$ cat src/hdl/qoi_pkg.sv
// ----------------------------------------------------------------------------
// qoi_pkg
// Shared types, constants and helper functions for the odometry integrator.
// ----------------------------------------------------------------------------
`default_nettype none

package qoi_pkg;

  localparam int CORDIC_STEPS_DEF  = 24;
  localparam int INTERVAL_BITS_DEF = 16;

  localparam logic [15:0] RADIUS_RST = 16'd2376;
  localparam logic [15:0] BASE_RST   = 16'd8913;
  localparam logic [15:0] TICKS_RST  = 16'd2976;

  localparam logic [1:0] REG_RADIUS = 2'd0;
  localparam logic [1:0] REG_BASE   = 2'd1;
  localparam logic [1:0] REG_TICKS  = 2'd2;

  localparam logic [1:0] CMD_RIGHT  = 2'd0;
  localparam logic [1:0] CMD_LEFT   = 2'd1;
  localparam logic [1:0] CMD_UPDATE = 2'd2;

  // Q4.28 angle constants
  localparam logic signed [31:0] PI_Q28     = 32'sd843314857;
  localparam logic [30:0]        TWO_PI_Q28 = 31'd1686629714;
  localparam logic signed [31:0] GAIN_Q28   = 32'sd163008219;

  localparam int DIV_NUM_W = 64;
  localparam int DIV_DEN_W = 32;

  typedef enum logic [1:0] {
    KIND_RIGHT,
    KIND_LEFT,
    KIND_UPDATE,
    KIND_NOP
  } kind_t;

  typedef struct packed {
    kind_t      kind;
    logic [1:0] phase;  // {A, B}
  } entry_t;

  typedef struct packed {
    logic [15:0]        left_errors;
    logic [15:0]        right_errors;
    logic [31:0]        left_total;
    logic [31:0]        right_total;
    logic signed [15:0] quat_w;
    logic signed [15:0] quat_z;
    logic signed [30:0] heading;
    logic signed [31:0] pos_y;
    logic signed [31:0] pos_x;
  } result_t;

  typedef enum logic [4:0] {
    S_INIT,
    S_INIT_WAIT,
    S_IDLE,
    S_ENC,
    S_MAG,
    S_MUL,
    S_DDIV,
    S_DDIV_WAIT,
    S_DTH,
    S_DTH_WAIT,
    S_WRAP,
    S_WRAP_WAIT,
    S_COR,
    S_COR_WAIT,
    S_PSC,
    S_PCC,
    S_PSS,
    S_TRIG,
    S_PX,
    S_PY,
    S_ACC,
    S_OUT
  } state_t;

  function automatic logic signed [31:0] atan_q28(input logic [4:0] i);
    logic signed [31:0] r;
    unique case (i)
      5'd0:  r = 32'sd210828714;
      5'd1:  r = 32'sd124459457;
      5'd2:  r = 32'sd65760959;
      5'd3:  r = 32'sd33381290;
      5'd4:  r = 32'sd16755422;
      5'd5:  r = 32'sd8385879;
      5'd6:  r = 32'sd4193963;
      5'd7:  r = 32'sd2097109;
      5'd8:  r = 32'sd1048571;
      5'd9:  r = 32'sd524287;
      5'd10: r = 32'sd262144;
      5'd11: r = 32'sd131072;
      5'd12: r = 32'sd65536;
      5'd13: r = 32'sd32768;
      5'd14: r = 32'sd16384;
      5'd15: r = 32'sd8192;
      5'd16: r = 32'sd4096;
      5'd17: r = 32'sd2048;
      5'd18: r = 32'sd1024;
      5'd19: r = 32'sd512;
      5'd20: r = 32'sd256;
      5'd21: r = 32'sd128;
      5'd22: r = 32'sd64;
      5'd23: r = 32'sd32;
      5'd24: r = 32'sd16;
      5'd25: r = 32'sd8;
      5'd26: r = 32'sd4;
      5'd27: r = 32'sd2;
      5'd28: r = 32'sd1;
      default: r = 32'sd0;
    endcase
    return r;
  endfunction

  // next phase word along 00,01,11,10
  function automatic logic [1:0] gray_fwd(input logic [1:0] p);
    logic [1:0] r;
    unique case (p)
      2'b00: r = 2'b01;
      2'b01: r = 2'b11;
      2'b11: r = 2'b10;
      default: r = 2'b00;
    endcase
    return r;
  endfunction

  function automatic logic [1:0] gray_bwd(input logic [1:0] p);
    logic [1:0] r;
    unique case (p)
      2'b00: r = 2'b10;
      2'b01: r = 2'b00;
      2'b11: r = 2'b01;
      default: r = 2'b11;
    endcase
    return r;
  endfunction

  // Q4.28 -> Q1.15, ties away from zero, saturating
  function automatic logic signed [15:0] to_q15(input logic signed [31:0] v);
    logic [32:0] mag;
    logic [32:0] q;
    logic signed [15:0] r;
    mag = v[31] ? 33'(-$signed({v[31], v})) : {1'b0, v};
    q   = (mag + 33'd4096) >> 13;
    if (v[31]) begin
      r = (q > 33'd32768) ? -16'sd32768 : 16'(-q);
    end else begin
      r = (q > 33'd32767) ? 16'sd32767 : 16'(q);
    end
    return r;
  endfunction

endpackage

`default_nettype wire

$ cat src/hdl/qoi_front.sv
// ----------------------------------------------------------------------------
// qoi_front
// Accepts input beats, classifies the command and queues them (2 deep).
// ----------------------------------------------------------------------------
`default_nettype none

module qoi_front (
  input  wire logic            clk,
  input  wire logic            rst,
  input  wire logic            in_valid,
  output logic                 in_ready,
  input  wire logic [1:0]      command,
  input  wire logic            phase_a,
  input  wire logic            phase_b,
  output logic                 q_valid,
  input  wire logic            q_ready,
  output qoi_pkg::entry_t      q_entry
);

  qoi_pkg::entry_t slots [2];
  logic       wr_ptr;
  logic       rd_ptr;
  logic [1:0] count;
  qoi_pkg::entry_t incoming;
  logic       push;
  logic       pop;

  always_comb begin
    incoming.phase = {phase_a, phase_b};
    unique case (command)
      qoi_pkg::CMD_RIGHT:  incoming.kind = qoi_pkg::KIND_RIGHT;
      qoi_pkg::CMD_LEFT:   incoming.kind = qoi_pkg::KIND_LEFT;
      qoi_pkg::CMD_UPDATE: incoming.kind = qoi_pkg::KIND_UPDATE;
      default:             incoming.kind = qoi_pkg::KIND_NOP;
    endcase
  end

  assign in_ready = (count != 2'd2);
  assign q_valid  = (count != 2'd0);
  assign q_entry  = slots[rd_ptr];
  assign push     = in_valid && in_ready;
  assign pop      = q_valid && q_ready;

  always_ff @(posedge clk) begin
    if (rst) begin
      wr_ptr <= 1'b0;
      rd_ptr <= 1'b0;
      count  <= 2'd0;
    end else begin
      if (push) begin
        wr_ptr <= ~wr_ptr;
      end
      if (pop) begin
        rd_ptr <= ~rd_ptr;
      end
      if (push && !pop) begin
        count <= count + 2'd1;
      end else if (pop && !push) begin
        count <= count - 2'd1;
      end
    end
  end

  always_ff @(posedge clk) begin
    if (push) begin
      slots[wr_ptr] <= incoming;
    end
  end

endmodule

`default_nettype wire

$ cat config.mk
export PLATFORM = sky130hd
export DESIGN_NAME = qoi_front
export DESIGN_NICKNAME = d
export VERILOG_FILES = /design/src/hdl/qoi_pkg.sv /design/src/hdl/qoi_front.sv
export SDC_FILE = /design/constraint.sdc
export NUM_CORES = 1
export LEC_CHECK = 0
export ABC_AREA = 1
export BUFFER_PORTS_ARGS = -buffer_cell sky130_fd_sc_hd__buf_2
export CAP_MARGIN = 20
export CORE_AREA = 2 2 39 41
export CTS_CLUSTER_SIZE = 28
export DETAILED_ROUTE_END_ITERATION = 12
export DIE_AREA = 0 0 41 43
export GPL_TIMING_DRIVEN = 0
export HOLD_SLACK_MARGIN = 0.1
export PLACE_DENSITY_LB_ADDON = 0.1
export SLEW_MARGIN = 20
export SYNTH_ARGS = -nofsm -noshare
export SYNTH_HDL_FRONTEND = slang
export SYNTH_SLANG_ARGS = --single-unit
$ cat constraint.sdc
create_clock -name clk -period 2.71 [get_ports clk]
set_input_delay 0.542 -clock clk [delete_from_list [all_inputs] [get_ports clk]]
set_output_delay 0.542 -clock clk [all_outputs]
set_load 0.01 [all_outputs]
==> impl_metrics.json <==
{
  "placed_cells": 78,
  "gp_congestion": 0.672,
  "clockRootBuffer": "clkbuf_4",
  "drive_above_1_share": 0.333,
  "synth-simple-area-share": 0.159,
  "cpMaxStageDelayCell": "dfxtp_1",
  "first_pass_iters": 4,
  "dp_hpwl_um": 584,
  "drtIter0Drc": 2,
  "cts_tree": "yes",
  "period_minus_slack_ns": 1.72,
  "overflow": 0,
  "drcViolationCount": 0,
  "dieHeight_um": 43,
  "start_kind": "flip-flop",
  "stdcell_count": 82,
  "num_rows": 14,
  "ir_drop_mv": 0.403,
  "vias": 368,
  "cts_sinks": 13,
  "arrival_ns": 1.17,
  "fillers": 137,
  "die_x_um": 41,
  "max_slew.worst_pin.slew_ns": 0.339,
  "finClkSkew_ns": 0.00241,
  "htree_levels": 1,
  "synth_xor_area_frac": 0,
  "rsz0062_at_grt": "no",
  "synth_cell_types": 17,
  "ios": 14,
  "clk_latency_ns": 0.26,
  "cp.required_ns": 2.17,
  "first_global_vias": 313,
  "yosys.area_share.adder": 0.0230,
  "synth_seq_cells": 13,
  "avgSynthCellArea_um2": 10.6,
  "final.period_utilization": 0.633,
  "core_area_um2": 1380,
  "die_area_um2": 1760,
  "yosysWarnings": 0,
  "setup_tns_ns": 0,
  "worst-setup-path-type": "reg2out",
  "grt_pass1_wl_um": 1170,
  "fmax_mhz": 583,
  "wl_um": 767,
  "min_to": "slots[0][1]$_DFFE_PP_",
  "layout.nets": 76,
  "ys_seq_area_frac": 0.627,
  "power.total_uw": 596,
  "postRouteAntennaNets": 0,
  "setup_viol": 0,
  "end_kind": "output pin",
  "clock_path_buffers": 2,
  "muxShareOfSynthArea": 0.0829,
  "r2r_start": "count[0]$_SDFFE_PP0P_",
  "max_slew_margin": 0.773,
  "antenna_found_initial": 0,
  "slew_viol_final": 0,
  "cts_buffers": 3,
  "synth_area_um2": 543,
  "ff2ff_path_depth": 9,
  "grt_max_degree": 8,
  "grtUsageTotal": 0.106,
  "post_cts_resized": 0,
  "viasPerCell": 4.49,
  "cpPeakStageDelay_ns": 0.42,
  "power.leakage_nw": 0.281,
  "hp-class": "in2reg",
  "synth_top_family_by_area": "simple AND/OR/NAND/NOR gates",
  "hold_viol": 0,
  "powerDensity_nw_per_um2": 924,
  "syn_nets": 60,
  "port_buffers": 11,
  "n_antenna_cell": 0,
  "hp-start": "phase_a",
  "ff2ff_setup_slack_ns": 1.39,
  "cts.hold.buffers_added": 0,
  "start_util": 0.392,
  "cts_setup_buffers": 0,
  "crit_fanout": 4,
  "clkTransAtPathRegs_ns": 0.07,
  "wl_per_cell_um": 9.35,
  "hold_depth": 1,
  "max-cap-violations": 0,
  "status": "completed",
  "cp_cell_sequence": "mux2_2 -> buf_2",
  "synth_compound_area_frac": 0.0369,
  "area_growth_pct": 18.7,
  "synth_cells": 51,
  "r2r-end": "count[1]$_SDFFE_PP0P_"
}
-- worst max-delay path by stage --
stage	slack, ns	to
finish	0.99	q_entry[2]
global route	0.92	q_entry[2]
CTS	0.97	q_entry[2]
detailed placement	1.21	count[1]$_SDFFE_PP0P_
global placement	1.22	count[1]$_SDFFE_PP0P_
floorplan	1.41	count[1]$_SDFFE_PP0P_
-- per-stage QoR --
step | instance area [um^2] | setup slack (ns) | util | hold slack, ns
floorplan | 543 | 1.41 | - | 0.454
global placement | 618 | 1.22 | 0.447 | 0.474
detailed placement | 618 | 1.21 | 0.447 | 0.486
CTS | 644 | 0.969 | 0.466 | 0.455
global route | 644 | 0.925 | 0.466 | 0.452
finish | 644 | 0.995 | 0.466 | 0.467
-- cell usage after synthesis --
| cell type | instances | area (um^2) |
|---|---|---|
| mux2_2 | 4 | 45.0 |
| ha_1 | 1 | 12.5 |
| nand3_1 | 2 | 10.0 |
| nand2_1 | 7 | 26.3 |
| o21ai_0 | 1 | 5.00 |
| dfxtp_1 | 5 | 100 |
| o21ai_1 | 1 | 5.00 |
| inv_1 | 6 | 22.5 |
| clkinv_2 | 1 | 5.00 |
| clkbuf_1 | 2 | 7.51 |
| inv_2 | 1 | 3.75 |
| nand4_1 | 1 | 6.26 |
| nand2_2 | 1 | 6.26 |
| a21oi_1 | 2 | 10.0 |
| nor2_1 | 7 | 26.3 |
| nand2_4 | 1 | 11.3 |
| edfxtp_1 | 8 | 240 |
-- registers in the layout, indices dropped and copies added, names as in the netlist, named ones only --
signal and flops:
slots 8, count 2, wr_ptr 1, rd_ptr 1
-- routing by layer --
layer / share of wire / wire, um / GRT usage
met1: 0.45 / 343 / 0.116
met2: 0.47 / 360 / 0.153
met3: 0.074 / 57 / 0.0314
met4: 0.0065 / 5 / 0.100
met5: 0 / 0 / 0
-- worst max-delay path, delay by kind of cell (launching register included) --
kind | cells | cell delay [ns]
buffers and inverters | 1 | 0.14
flip-flops | 1 | 0.42
multiplexers | 1 | 0.36
-- report_power, final --
group	switching, mW	leakage, nW	internal (mW)
clock network	0.0565	0.0150	0.0569
logic	0.117	0.150	0.0844
registers	0.0261	0.116	0.255
-- cells in the final DEF, fill, tap and decap left out --
cell type	Yosys	final
nand2_1	7	7
nand3_1	2	2
ha_1	1	1
nand4_1	1	1
inv_2	1	1
mux2_2	4	4
clkbuf_4	0	3
o21ai_0	1	1
edfxtp_1	8	8
nand2_4	1	1
clkbuf_1	2	3
nor2_1	7	7
buf_2	0	11
inv_1	6	6
o21ai_1	1	1
dfxtp_1	5	5
clkinv_2	1	1
a21oi_1	2	2
nand2_2	1	1
-- final cells by class --
type                       instances  area [um^2]  area share
tap                               16         20.0      0.0311
buffer                             2         7.51      0.0117
inverter                           8         31.3      0.0485
timing repair buffer              11         55.1      0.0854
multi-input combinational         28          164       0.254
clock buffer                       4         26.3      0.0408
sequential                        13          340       0.528
-- kinds of logic after synthesis --
logic type      count (synthesis)
buf+inv                        10
flops                          13
simple gates                   19
fa+ha+maj                       1
compound gates                  4
mux                             4
(Power assumes the default switching activity.)
